[src/plb_pkg.sv]
// Package for the positional list buffer: widths, request and status codes,
// cell command types. No dependencies.
`default_nettype none

package plb_pkg;

	// Default capacity of the list, in cells
	localparam int unsigned DEPTH_DEF = 32;

	// Field widths fixed by the beat format
	localparam int unsigned DATA_W   = 32;
	localparam int unsigned POS_W    = 6;
	localparam int unsigned REQ_W    = 2;
	localparam int unsigned STATUS_W = 3;

	typedef enum logic [REQ_W-1:0] {
		REQ_INSERT   = 2'd0,
		REQ_DELETE   = 2'd1,
		REQ_TRAVERSE = 2'd2
	} req_t;

	typedef enum logic [STATUS_W-1:0] {
		STAT_OK      = 3'd0,
		STAT_INVALID = 3'd1,
		STAT_BOUNDS  = 3'd2,
		STAT_FULL    = 3'd3,
		STAT_EMPTY   = 3'd4
	} status_t;

	// Command broadcast to every cell of the chain
	typedef enum logic [1:0] {
		CMD_HOLD   = 2'd0,
		CMD_INSERT = 2'd1,
		CMD_DELETE = 2'd2,
		CMD_ROTATE = 2'd3
	} cell_cmd_t;

	// idx: target cell for insert/delete, last occupied cell for rotate
	typedef struct packed {
		cell_cmd_t          cmd;
		logic [POS_W-1:0]   idx;
	} cell_ctl_t;

	typedef enum logic {
		PS_IDLE = 1'b0,
		PS_TRAV = 1'b1
	} plb_state_t;

endpackage

`default_nettype wire

[src/plb_if.sv]
// Valid/ready channel interfaces for request and response beats.
// Depends on plb_pkg for field widths.
`default_nettype none

interface plb_req_if;
	import plb_pkg::*;

	logic                     valid;
	logic                     ready;
	logic [REQ_W-1:0]         req_type;
	logic signed [DATA_W-1:0] value;
	logic [POS_W-1:0]         position;

	modport source (output valid, output req_type, output value, output position,
		input ready);
	modport sink (input valid, input req_type, input value, input position,
		output ready);
endinterface

interface plb_rsp_if;
	import plb_pkg::*;

	logic                     valid;
	logic                     ready;
	logic [STATUS_W-1:0]      status;
	logic signed [DATA_W-1:0] element;
	logic                     last;

	modport source (output valid, output status, output element, output last,
		input ready);
	modport sink (input valid, input status, input element, input last,
		output ready);
endinterface

`default_nettype wire

[src/positional_list_buffer.sv]
// Top level of the positional list buffer: request decode, control FSM,
// output register and the chain of plb_cell. Depends on plb_pkg, plb_if.
//
// The list lives in a chain of DEPTH cells, one entry per cell. On insert
// and delete every cell shifts toward or away from the target position at
// once, and one status beat follows. A traverse of N entries emits N beats,
// one per cycle while each beat is taken, by rotating the chain through
// cell 0 and wrapping the head into the last occupied cell, so the list ends
// up in its original order; an empty traverse gives one beat. No new request
// is taken until the last beat of a traverse is in the output register, and
// a waiting response beat that is not taken holds off the next request. A
// request is accepted in the same cycle as the waiting response beat is
// taken, so inserts and deletes run at one per cycle while the response
// side keeps up.
`default_nettype none

module positional_list_buffer #(
	parameter int unsigned DEPTH = plb_pkg::DEPTH_DEF
) (
	input  wire logic clk,
	input  wire logic arst_n,
	plb_req_if.sink   req_ch,
	plb_rsp_if.source rsp_ch
);
	import plb_pkg::*;

	localparam int unsigned CNT_W = $clog2(DEPTH + 1);
	localparam int unsigned CMP_W = ((CNT_W > POS_W) ? CNT_W : POS_W) + 1;

	plb_state_t state_q, state_d;

	logic [CNT_W-1:0]  count_q;
	logic [POS_W-1:0]  trav_cnt_q;

	logic                rsp_valid_q;
	status_t             rsp_status_q;
	logic [DATA_W-1:0]   rsp_element_q;
	logic                rsp_last_q;

	logic [DATA_W-1:0] cell_data [DEPTH];
	cell_ctl_t         ctl;

	logic              rsp_free;
	logic              req_accept;
	req_t              req_kind;
	logic [CMP_W-1:0]  pos_x;
	logic [CMP_W-1:0]  cnt_x;
	logic [POS_W-1:0]  pos_idx;
	logic [POS_W-1:0]  last_idx;
	logic              trav_last;
	status_t           ins_status;
	status_t           del_status;

	logic              load;
	status_t           ld_status;
	logic [DATA_W-1:0] ld_element;
	logic              ld_last;
	logic              trav_start;
	logic              trav_step;
	logic              cnt_inc;
	logic              cnt_dec;

	assign rsp_free   = !rsp_valid_q || rsp_ch.ready;
	assign req_accept = req_ch.valid && req_ch.ready;
	assign req_kind   = req_t'(req_ch.req_type);
	assign pos_x      = CMP_W'(req_ch.position);
	assign cnt_x      = CMP_W'(count_q);
	assign pos_idx    = req_ch.position - POS_W'(1);
	assign last_idx   = POS_W'(count_q - CNT_W'(1));
	assign trav_last  = (trav_cnt_q == last_idx);

	// status checks; position checks come before the full check
	always_comb begin
		if (req_ch.position == '0) begin
			ins_status = STAT_INVALID;
		end else if (pos_x > cnt_x + CMP_W'(1)) begin
			ins_status = STAT_BOUNDS;
		end else if (count_q == CNT_W'(DEPTH)) begin
			ins_status = STAT_FULL;
		end else begin
			ins_status = STAT_OK;
		end
	end

	always_comb begin
		if (req_ch.position == '0 || count_q == '0) begin
			del_status = STAT_INVALID;
		end else if (pos_x > cnt_x) begin
			del_status = STAT_BOUNDS;
		end else begin
			del_status = STAT_OK;
		end
	end

	// next state
	always_comb begin
		state_d = state_q;
		unique case (state_q)
			PS_IDLE: begin
				if (req_accept && req_kind == REQ_TRAVERSE && count_q != '0) begin
					state_d = PS_TRAV;
				end
			end
			PS_TRAV: begin
				if (rsp_free && trav_last) begin
					state_d = PS_IDLE;
				end
			end
			default: state_d = PS_IDLE;
		endcase
	end

	// FSM outputs: request ready, cell command, output register load
	always_comb begin
		req_ch.ready = 1'b0;
		ctl.cmd      = CMD_HOLD;
		ctl.idx      = '0;
		load         = 1'b0;
		ld_status    = STAT_OK;
		ld_element   = '0;
		ld_last      = 1'b1;
		trav_start   = 1'b0;
		trav_step    = 1'b0;
		cnt_inc      = 1'b0;
		cnt_dec      = 1'b0;
		unique case (state_q)
			PS_IDLE: begin
				req_ch.ready = rsp_free;
				if (req_accept) begin
					unique case (req_kind)
						REQ_INSERT: begin
							load      = 1'b1;
							ld_status = ins_status;
							if (ins_status == STAT_OK) begin
								ctl.cmd = CMD_INSERT;
								ctl.idx = pos_idx;
								cnt_inc = 1'b1;
							end
						end
						REQ_DELETE: begin
							load      = 1'b1;
							ld_status = del_status;
							if (del_status == STAT_OK) begin
								ctl.cmd = CMD_DELETE;
								ctl.idx = pos_idx;
								cnt_dec = 1'b1;
							end
						end
						REQ_TRAVERSE: begin
							if (count_q == '0) begin
								load      = 1'b1;
								ld_status = STAT_EMPTY;
							end else begin
								trav_start = 1'b1;
							end
						end
						default: begin
							// unused code: no beat, no change
						end
					endcase
				end
			end
			PS_TRAV: begin
				if (rsp_free) begin
					load       = 1'b1;
					ld_status  = STAT_OK;
					ld_element = cell_data[0];
					ld_last    = trav_last;
					trav_step  = 1'b1;
					ctl.cmd    = CMD_ROTATE;
					ctl.idx    = last_idx;
				end
			end
			default: begin
			end
		endcase
	end

	// control registers
	always_ff @(posedge clk or negedge arst_n) begin
		if (!arst_n) begin
			state_q     <= PS_IDLE;
			count_q     <= '0;
			trav_cnt_q  <= '0;
			rsp_valid_q <= 1'b0;
		end else begin
			state_q <= state_d;
			if (cnt_inc) begin
				count_q <= count_q + CNT_W'(1);
			end else if (cnt_dec) begin
				count_q <= count_q - CNT_W'(1);
			end
			if (trav_start) begin
				trav_cnt_q <= '0;
			end else if (trav_step) begin
				trav_cnt_q <= trav_cnt_q + POS_W'(1);
			end
			if (load) begin
				rsp_valid_q <= 1'b1;
			end else if (rsp_ch.ready) begin
				rsp_valid_q <= 1'b0;
			end
		end
	end

	// response payload
	always_ff @(posedge clk) begin
		if (load) begin
			rsp_status_q  <= ld_status;
			rsp_element_q <= ld_element;
			rsp_last_q    <= ld_last;
		end
	end

	assign rsp_ch.valid   = rsp_valid_q;
	assign rsp_ch.status  = rsp_status_q;
	assign rsp_ch.element = rsp_element_q;
	assign rsp_ch.last    = rsp_last_q;

	// cell chain
	for (genvar i = 0; i < DEPTH; i++) begin : g_cell
		logic [DATA_W-1:0] left_data;
		logic [DATA_W-1:0] right_data;

		if (i == 0) begin : g_first
			assign left_data = '0;
		end else begin : g_left
			assign left_data = cell_data[i-1];
		end

		if (i == DEPTH - 1) begin : g_end
			assign right_data = '0;
		end else begin : g_right
			assign right_data = cell_data[i+1];
		end

		plb_cell #(
			.IDX (i)
		) u_cell (
			.clk   (clk),
			.ctl   (ctl),
			.value (req_ch.value),
			.left  (left_data),
			.right (right_data),
			.head  (cell_data[0]),
			.data  (cell_data[i])
		);
	end

endmodule

`default_nettype wire

[src/plb_cell.sv]
// One storage cell of the list chain: holds one entry and takes its
// neighbor's value on insert, delete and rotate. Depends on plb_pkg.
`default_nettype none

module plb_cell #(
	parameter int unsigned IDX = 0
) (
	input  wire logic                          clk,
	input  wire plb_pkg::cell_ctl_t            ctl,
	input  wire logic [plb_pkg::DATA_W-1:0]    value,
	input  wire logic [plb_pkg::DATA_W-1:0]    left,
	input  wire logic [plb_pkg::DATA_W-1:0]    right,
	input  wire logic [plb_pkg::DATA_W-1:0]    head,
	output logic [plb_pkg::DATA_W-1:0]         data
);
	import plb_pkg::*;

	localparam logic [POS_W-1:0] MY_IDX = POS_W'(IDX);

	logic [DATA_W-1:0] data_q;
	logic [DATA_W-1:0] data_d;

	// next entry value
	always_comb begin
		data_d = data_q;
		unique case (ctl.cmd)
			CMD_HOLD: data_d = data_q;
			CMD_INSERT: begin
				if (MY_IDX == ctl.idx) begin
					data_d = value;
				end else if (MY_IDX > ctl.idx) begin
					data_d = left;
				end
			end
			CMD_DELETE: begin
				if (MY_IDX >= ctl.idx) begin
					data_d = right;
				end
			end
			CMD_ROTATE: begin
				// head wraps into the last occupied cell
				if (MY_IDX == ctl.idx) begin
					data_d = head;
				end else if (MY_IDX < ctl.idx) begin
					data_d = right;
				end
			end
			default: data_d = data_q;
		endcase
	end

	always_ff @(posedge clk) begin
		data_q <= data_d;
	end

	assign data = data_q;

endmodule

`default_nettype wire

[src/flat_wrapper.sv]
// flat-port wrapper written by rule: the top's interface ports become plain ports
module positional_list_buffer_flat import plb_pkg::*;
#(
	parameter int unsigned DEPTH = plb_pkg::DEPTH_DEF
)
  (clk, arst_n, req_ch_valid, req_ch_req_type, req_ch_value, req_ch_position, req_ch_ready, rsp_ch_valid, rsp_ch_status, rsp_ch_element, rsp_ch_last, rsp_ch_ready);
  plb_req_if req_ch_i ();
  plb_rsp_if rsp_ch_i ();
  input  wire logic clk;
  input  wire logic arst_n;
  input wire logic [$bits(req_ch_i.valid)-1:0] req_ch_valid;
  input wire logic [$bits(req_ch_i.req_type)-1:0] req_ch_req_type;
  input wire logic [$bits(req_ch_i.value)-1:0] req_ch_value;
  input wire logic [$bits(req_ch_i.position)-1:0] req_ch_position;
  output wire logic [$bits(req_ch_i.ready)-1:0] req_ch_ready;
  output wire logic [$bits(rsp_ch_i.valid)-1:0] rsp_ch_valid;
  output wire logic [$bits(rsp_ch_i.status)-1:0] rsp_ch_status;
  output wire logic [$bits(rsp_ch_i.element)-1:0] rsp_ch_element;
  output wire logic [$bits(rsp_ch_i.last)-1:0] rsp_ch_last;
  input wire logic [$bits(rsp_ch_i.ready)-1:0] rsp_ch_ready;
  assign req_ch_i.valid = req_ch_valid;
  assign req_ch_i.req_type = req_ch_req_type;
  assign req_ch_i.value = req_ch_value;
  assign req_ch_i.position = req_ch_position;
  assign req_ch_ready = req_ch_i.ready;
  assign rsp_ch_valid = rsp_ch_i.valid;
  assign rsp_ch_status = rsp_ch_i.status;
  assign rsp_ch_element = rsp_ch_i.element;
  assign rsp_ch_last = rsp_ch_i.last;
  assign rsp_ch_i.ready = rsp_ch_ready;
  positional_list_buffer #(.DEPTH(DEPTH)) u_core (.clk(clk), .arst_n(arst_n), .req_ch(req_ch_i), .rsp_ch(rsp_ch_i));
endmodule
[config.mk]
export PLATFORM = sky130hd
export DESIGN_NAME = positional_list_buffer_flat
export DESIGN_NICKNAME = d
export VERILOG_FILES = /design/src/plb_pkg.sv /design/src/plb_if.sv /design/src/positional_list_buffer.sv /design/src/plb_cell.sv /design/src/flat_wrapper.sv
export SDC_FILE = /design/constraint.sdc
export NUM_CORES = 2
export LEC_CHECK = 0
export BUFFER_PORTS_ARGS = -buffer_cell sky130_fd_sc_hd__buf_2
export CAP_MARGIN = 10
export CORE_MARGIN = 2
export CORE_UTILIZATION = 62
export DETAILED_ROUTE_END_ITERATION = 7
export PLACE_DENSITY = 0.75
export SLEW_MARGIN = 25
export SYNTH_ARGS = -nofsm -noshare
export SYNTH_HDL_FRONTEND = slang
export SYNTH_SLANG_ARGS = --single-unit
export TNS_END_PERCENT = 5
[constraint.sdc]
create_clock -name clk -period 11.7 [get_ports clk]
set_input_delay 1.17 -clock clk [delete_from_list [all_inputs] [get_ports clk]]
set_output_delay 1.17 -clock clk [all_outputs]
set_load 0.01 [all_outputs]
Word-level counts from Yosys, hierarchy flattened
Index checks and enable logic that the tools add are counted.
W data, S select, Z words.
- word-level logic and storage cells: 566
- output and inout port bits: 38
- bits in registers: 1074
- input port bits: 44
- add/subtract/negate cells: 5
- $lt $le $gt $ge: 98
- bitwise gates (word level): 2
- mux-type cells: 235
- reduce and logical (&&, ||, !) cells: 52
- eq/ne operators: 135
- operator list (cell ; count):
    $mux W32 ; 160
    $pmux W32 S3 ; 32
    $ne A3 B3 Y1 const B ; 63
    $reduce_and A4 Y1 ; 31
    $eq A5 B6 Y1 const A ; 16
    $ge A5 B6 Y1 const A ; 16
    $gt A5 B6 Y1 const A ; 16
    $lt A5 B6 Y1 const A ; 16
    $ne A2 B2 Y1 const B ; 34
    $eq A4 B6 Y1 const A ; 8
    $ge A4 B6 Y1 const A ; 8
    $gt A4 B6 Y1 const A ; 8
    $lt A4 B6 Y1 const A ; 8
    $pmux W8 S2 ; 2
    $eq A3 B6 Y1 const A ; 4
    $ge A3 B6 Y1 const A ; 4
    $gt A3 B6 Y1 const A ; 4
    $lt A3 B6 Y1 const A ; 4
    $mux W6 ; 4
    $mux W8 ; 3
    $mux W1 ; 21
    $logic_not A6 Y1 ; 3
    $mux W3 ; 5
    $add A6 B1 Y6 const B ; 2
    32 further kinds ; 55

Longest topological paths before layout
- depth in word-level cells: 13
- gate-level depth with buffers: 18
- gate-level depth less buffers: 13

Cells and area by module
Synthesis repeated with hierarchy kept, for this count alone.
- cell total of the unflattened synthesis: 4706
- area total of the unflattened synthesis: 73395.4 µm²
- by module, submodules not included (module ; sequential area each (µm²) ; times used ; cells an instance ; area an instance (µm²)):
    plb_cell (u_core.g_cell[23].u_cell ...) ; 960.9 ; 2 ; 114 ; 2172.1
    positional_list_buffer ; 1431.4 ; 1 ; 249 ; 2808.9
    plb_cell (u_core.g_cell[22].u_cell) ; 960.9 ; 1 ; 223 ; 2342.2
    plb_cell (u_core.g_cell[29].u_cell) ; 960.9 ; 1 ; 116 ; 2323.5
    plb_cell (u_core.g_cell[17].u_cell) ; 960.9 ; 1 ; 116 ; 2317.2
    plb_cell (u_core.g_cell[6].u_cell) ; 960.9 ; 1 ; 116 ; 2316.0
    plb_cell (u_core.g_cell[28].u_cell) ; 960.9 ; 1 ; 115 ; 2311.0
    plb_cell (u_core.g_cell[5].u_cell) ; 960.9 ; 1 ; 115 ; 2309.7
    plb_cell (u_core.g_cell[0].u_cell) ; 960.9 ; 1 ; 113 ; 2308.5
    plb_cell (u_core.g_cell[14].u_cell) ; 960.9 ; 1 ; 115 ; 2306.0
    plb_cell (u_core.g_cell[7].u_cell) ; 960.9 ; 1 ; 114 ; 2304.7
    plb_cell (u_core.g_cell[31].u_cell) ; 960.9 ; 1 ; 114 ; 2296.0
    plb_cell (u_core.g_cell[3].u_cell) ; 960.9 ; 1 ; 114 ; 2254.7
    plb_cell (u_core.g_cell[20].u_cell) ; 960.9 ; 1 ; 120 ; 2215.9
    +18 rows ; - ; - ; - ; -

Least setup slack after synthesis
No wires, ideal clock.
- path type: input -> register
- from: input req_ch_position[0]
- to: register u_core.g_cell[29].u_cell.data_q[0], enable pin
- path buffers: 4
- setup slack: 4.123 ns
- data arrival time: 7.044 ns
- stages on the path: 14
- library setup time: 0.533 ns
- required time: 11.167 ns
- cell sequence: inv_1 -> ha_1 -> nor2b_1 -> nand2_1 -> and4b_4 -> a22o_1 -> buf_6 -> a41oi_1 -> or2_1 -> buf_2 -> nor2_1 -> buf_2 -> buf_2 -> o311ai_0
- longest elaborated chain between the ends: 11
- elaborated cells on any way between the ends: 29
- those cells by class: 1 x add/sub; 5 x order compare; 7 x eq/ne; 9 x mux; 1 x bitwise; 6 x reduce/logical
- ends and longest elaborated chain (what ; RTL line ; RTL):
    from (decl) ; flat_wrapper.sv:14 ; input wire logic [$bits(req_ch_i.position)-1:0] req_ch_position;
    $gt A6 B7 Y1, or another cell as far along ; positional_list_buffer.sv:76 ; end else if (pos_x > cnt_x + CMP_W'(1)) begin
    $mux W3, or another cell as far along ; positional_list_buffer.sv:76 ;
    $mux W3 (on tied branches) ; positional_list_buffer.sv:74, positional_list_buffer.sv:86 ;
    $logic_not A3 Y1 (on tied branches) ; positional_list_buffer.sv:134, positional_list_buffer.sv:143 ;
    $mux W7 / $mux W8 (equally long branches) ; positional_list_buffer.sv:134, positional_list_buffer.sv:143 ;
    $pmux W8 S2 * ; positional_list_buffer.sv:130 ; unique case (req_kind)
    $mux W8 * ; positional_list_buffer.sv:129 ; if (req_accept) begin
    $pmux W8 S2 * ; positional_list_buffer.sv:126 ; unique case (state_q)
    $lt A5 B6 Y1, or another cell as far along ; plb_cell.sv:44 ; end else if (MY_IDX < ctl.idx) begin
    $ne A3 B3 Y1 (no source line), or another cell as far along ; - ;
    $reduce_and A4 Y1 (no source line) * ; - ;
    to (signal assigned) ; plb_cell.sv:53 ; data_q <= data_d;
    to (decl) ; plb_cell.sv:20 ; logic [DATA_W-1:0] data_q;
Every way passes the cells marked *; elsewhere a longest branch is shown, timed or not.
A chain may end at the register's enable or synchronous reset.

Final worst setup path
- from: register u_core.count_q[0]
- to: register u_core.g_cell[29].u_cell.data_q[29], enable pin
- longest elaborated chain between the ends: 12
- elaborated cells on any way between the ends: 33
- those cells by class: 2 x add/sub; 5 x order compare; 8 x eq/ne; 11 x mux; 1 x bitwise; 6 x reduce/logical
- ends and longest elaborated chain (what ; RTL line ; RTL):
    from (decl) ; positional_list_buffer.sv:32 ; logic [CNT_W-1:0] count_q;
    from (signal assigned) ; positional_list_buffer.sv:189 ; count_q <= count_q + CNT_W'(1);
    from (signal assigned) ; positional_list_buffer.sv:191 ; count_q <= count_q - CNT_W'(1);
    $add A6 B1 Y7 / $eq A6 B6 Y1 (equally long branches) ; positional_list_buffer.sv:76, positional_list_buffer.sv:78 ;
    $gt A6 B7 Y1 / $mux W2 (equally long branches) ; positional_list_buffer.sv:76, positional_list_buffer.sv:78 ;
    $mux W3 ; positional_list_buffer.sv:76 ;
    $mux W3 ; positional_list_buffer.sv:74 ; if (req_ch.position == '0) begin
    $logic_not A3 Y1 ; positional_list_buffer.sv:134 ; if (ins_status == STAT_OK) begin
    $mux W7 ; positional_list_buffer.sv:134 ;
    $pmux W8 S2 ; positional_list_buffer.sv:130 ;
    $mux W8 ; positional_list_buffer.sv:129 ;
    $pmux W8 S2 * ; positional_list_buffer.sv:126 ;
    $lt A5 B6 Y1, or another cell as far along ; plb_cell.sv:44 ;
    $ne A3 B3 Y1 (no source line), or another cell as far along ; - ;
    $reduce_and A4 Y1 (no source line) * ; - ;
Marked as above.

==> results.yml <==
logic_synthesis:
  ys_top_cells_by_area: "edfxtp_1 (60%), a221o_1 (17%), nor2_1 (5.4%), and3_1 (3.1%), nand2_1 (3.1%)"
  synth-seq-cells: 1074
  synth_area_leader_cell: "edfxtp_1"
  yosysMostFrequentCell: "edfxtp_1"
  synthesis.area_um2: 53130
  synth_edf_count: 1060
  ys_warn_count: 0
  async_reset_ff_share_pct: 1.304
  synthTopCellsByCount: "edfxtp_1 (1,060), a221o_1 (928), nor2_1 (767)"
  syn_inst: 4474
  postSynthAreaPerCell_um2: 11.87
  syn_nets: 4536
  synth-seq-area-share_pct: 60.57
  synth_cell_types: 69
  synthFlopType: "edfxtp_1"
  synth_top_area_share_pct: 59.92
global_routing:
  grt_pass1_vias: 40760
  grt_max_degree: 249
  track_usage_pct: 40.48
  grt_overflow: 0
  grt_antenna_before_repair: 2
  grt_pass1_wl_um: 268900
cells_and_area:
  layout-drive-gt1-share_pct: 11.94
  final_cell_area_um2: 58440
  syn_to_final_growth_pct: 10.00
  nets: 4358
timing:
  skew_ns: 0.02721
  rsz0062_at_grt: "no"
  worstMarginPinSlew_ns: 1.141
  fmax_mhz: 164.1
  slew_headroom_pct: 23.73
  finalHoldViolations: 0
  period_share_pct: 52.08
  slew_violations: 0
  final.setup.tns_ns: 0
  period_needed_ns: 6.094
  setup_viol: 0
run:
  cap_violations: 0
setup_path:
  reg2regPathDepth: 15
  start_kind: "flip-flop"
  worst-setup-path-type: "flip-flop to flip-flop"
  r2r_end: "u_core.g_cell[29].u_cell.data[29]"
  cp.required_ns: 12.02
  slowest_delay_ns: 0.75
  worst-path-max-fanout: 66
  startpoint: "u_core.count_q[0]"
  path_cells: "inv_1 -> ha_1 -> inv_1 -> ha_1 -> nand3b_1 -> a21oi_1 -> o21ai_1 -> a22o_1 -> a41oi_1 -> or2_1 -> nor2_4 -> buf_4 -> o21ai_0 -> o311ai_2 -> buf_4"
  r2r-start: "u_core.count_q[0]"
  cp-end-kind: "flip-flop"
  r2r_slack_ns: 5.61
  slowest_stage: "dfrtp_1"
  arrival_ns: 6.42
detailed_routing:
  vias_per_cell: 7.851
  wl_per_cell_um: 33.23
  drtPass1Iterations: 7
  routed_wl_um: 183800
  drtIter0Drc: 8035
  drc: 0
  vias: 43440
  ant_nets: 0
cts:
  cts_resized: 0
  path_clk_slew_ns: 0.06
  cts_made_buffers: 111
  cts_buffer_depth: 3
  cts.sinks: 1074
  insertion_delay_ns: 0.71
  postCtsHoldBufs: 0
  htreeDepth: 3
  cts_root_buffer: "clkbuf_16"
  cts_setup_buffers: 0
  tritoncts: "built"
placement:
  place_congestion: 0.8941
  port_buffers: 81
  place_area_um2: 54680
  dpl.hpwl_um: 107900
min_path:
  min_path_type: "input pin to async pin"
floorplan:
  ios: 82
  die_area_um2: 88050
  fp-row-count: 107
  core-area_um2: 85010
  die_w_um: 296.7
  die_y_um: 296.7
  start_util_pct: 62.49
outcome:
  outcome: "complete, no violations"
-- state kept, by name, summed over array words and instances (netlist names) --
signal,count
u_core.rsp_ch.element,32
u_core.state_q,1
u_core.count_q,6
u_core.g_cell.u_cell.data,1024
u_core.rsp_ch.valid,1
u_core.rsp_ch.last,1
u_core.rsp_ch.status,3
u_core.trav_cnt_q,6
-- metrics by stage --
stage | setup slack (ns) | util, % | std cells | hold slack [ns]
5_1_grt | 5.381 | 68.74 | 5532 | 0.3946
2_1_floorplan | 4.123 | - | 4474 | 0.5248
3_3_place_gp | 5.467 | 64.21 | 5319 | 0.5252
3_5_place_dp | 5.369 | 64.32 | 5322 | 0.5406
6_report | 5.606 | 68.74 | 5533 | 0.3767
4_1_cts | 5.478 | 68.54 | 5527 | 0.3598
-- area by class of cell --
cell class	count	area [µm²]
sequential	1074	32180
fill	6014	26570
multi-input combinational	2880	19620
clock buffer	135	2939
timing repair buffer	214	1562
tap	1144	1431
clock inverter	70	650.6
inverter	15	56.30
antenna	1	2.502
-- cells in the final DEF, fill, tap and decap left out, types with 21 or more instances in the layout --
cell       instances
o21ai_0           54
a21oi_4           23
clkinv_2          22
a22o_1            34
nor2_4            22
clkbuf_16        112
a21o_1            34
nor2_1           744
a21oi_2           44
buf_2             81
clkinv_1          27
xnor2_1           21
o211ai_1          34
a221o_1          928
buf_4            123
and3_1           262
edfxtp_1        1060
nand2_1          425
a21oi_1           23
nand3_1           88
-- metal layers --
layer	routed length [µm]	vias to the layer above	share of wire [%]	track usage [%]
met2	77390	4361	42	58.19
met3	28590	619	16	10.85
met4	12080	0	6.6	22.77
met1	65770	21060	36	55.99
met5	0	-	0	0
li1	-	17400	-	-
-- worst max-delay path: cells and delay by family (launching register included) --
kind                       cells  cell delay [ns]
adders and majority gates      2             0.76
and+or+nand+nor                3             0.82
AOI/OAI and AO/OA              6             1.71
buffers and inverters          4             1.65
DFF                            1             0.75
-- cells by family after synthesis --
logic type | count (synthesis) | share of synthesized area (%)
and+or+nand+nor | 1608 | 13.21
xor gates and xnor gates | 29 | 0.4781
DFF | 1074 | 60.57
buffers and inverters | 520 | 4.089
AOI/OAI and AO/OA | 1225 | 21.22
adders and majority gates | 18 | 0.4239
-- how the worst max path moves through the flow --
stage,end,slack (ns),cells past startpoint
4_1_cts,u_core.g_cell[4].u_cell.data[19],5.48,13
3_5_place_dp,u_core.g_cell[4].u_cell.data[20],5.37,9
2_1_floorplan,u_core.g_cell[29].u_cell.data[0],4.12,14
3_3_place_gp,u_core.g_cell[4].u_cell.data[5],5.47,9
5_1_grt,u_core.g_cell[29].u_cell.data[14],5.38,15
6_report,u_core.g_cell[29].u_cell.data[29],5.61,15
Power is left out: the tool's default activity adds up to more than one toggle a clock period on the data nets, which glitch-free logic cannot reach.
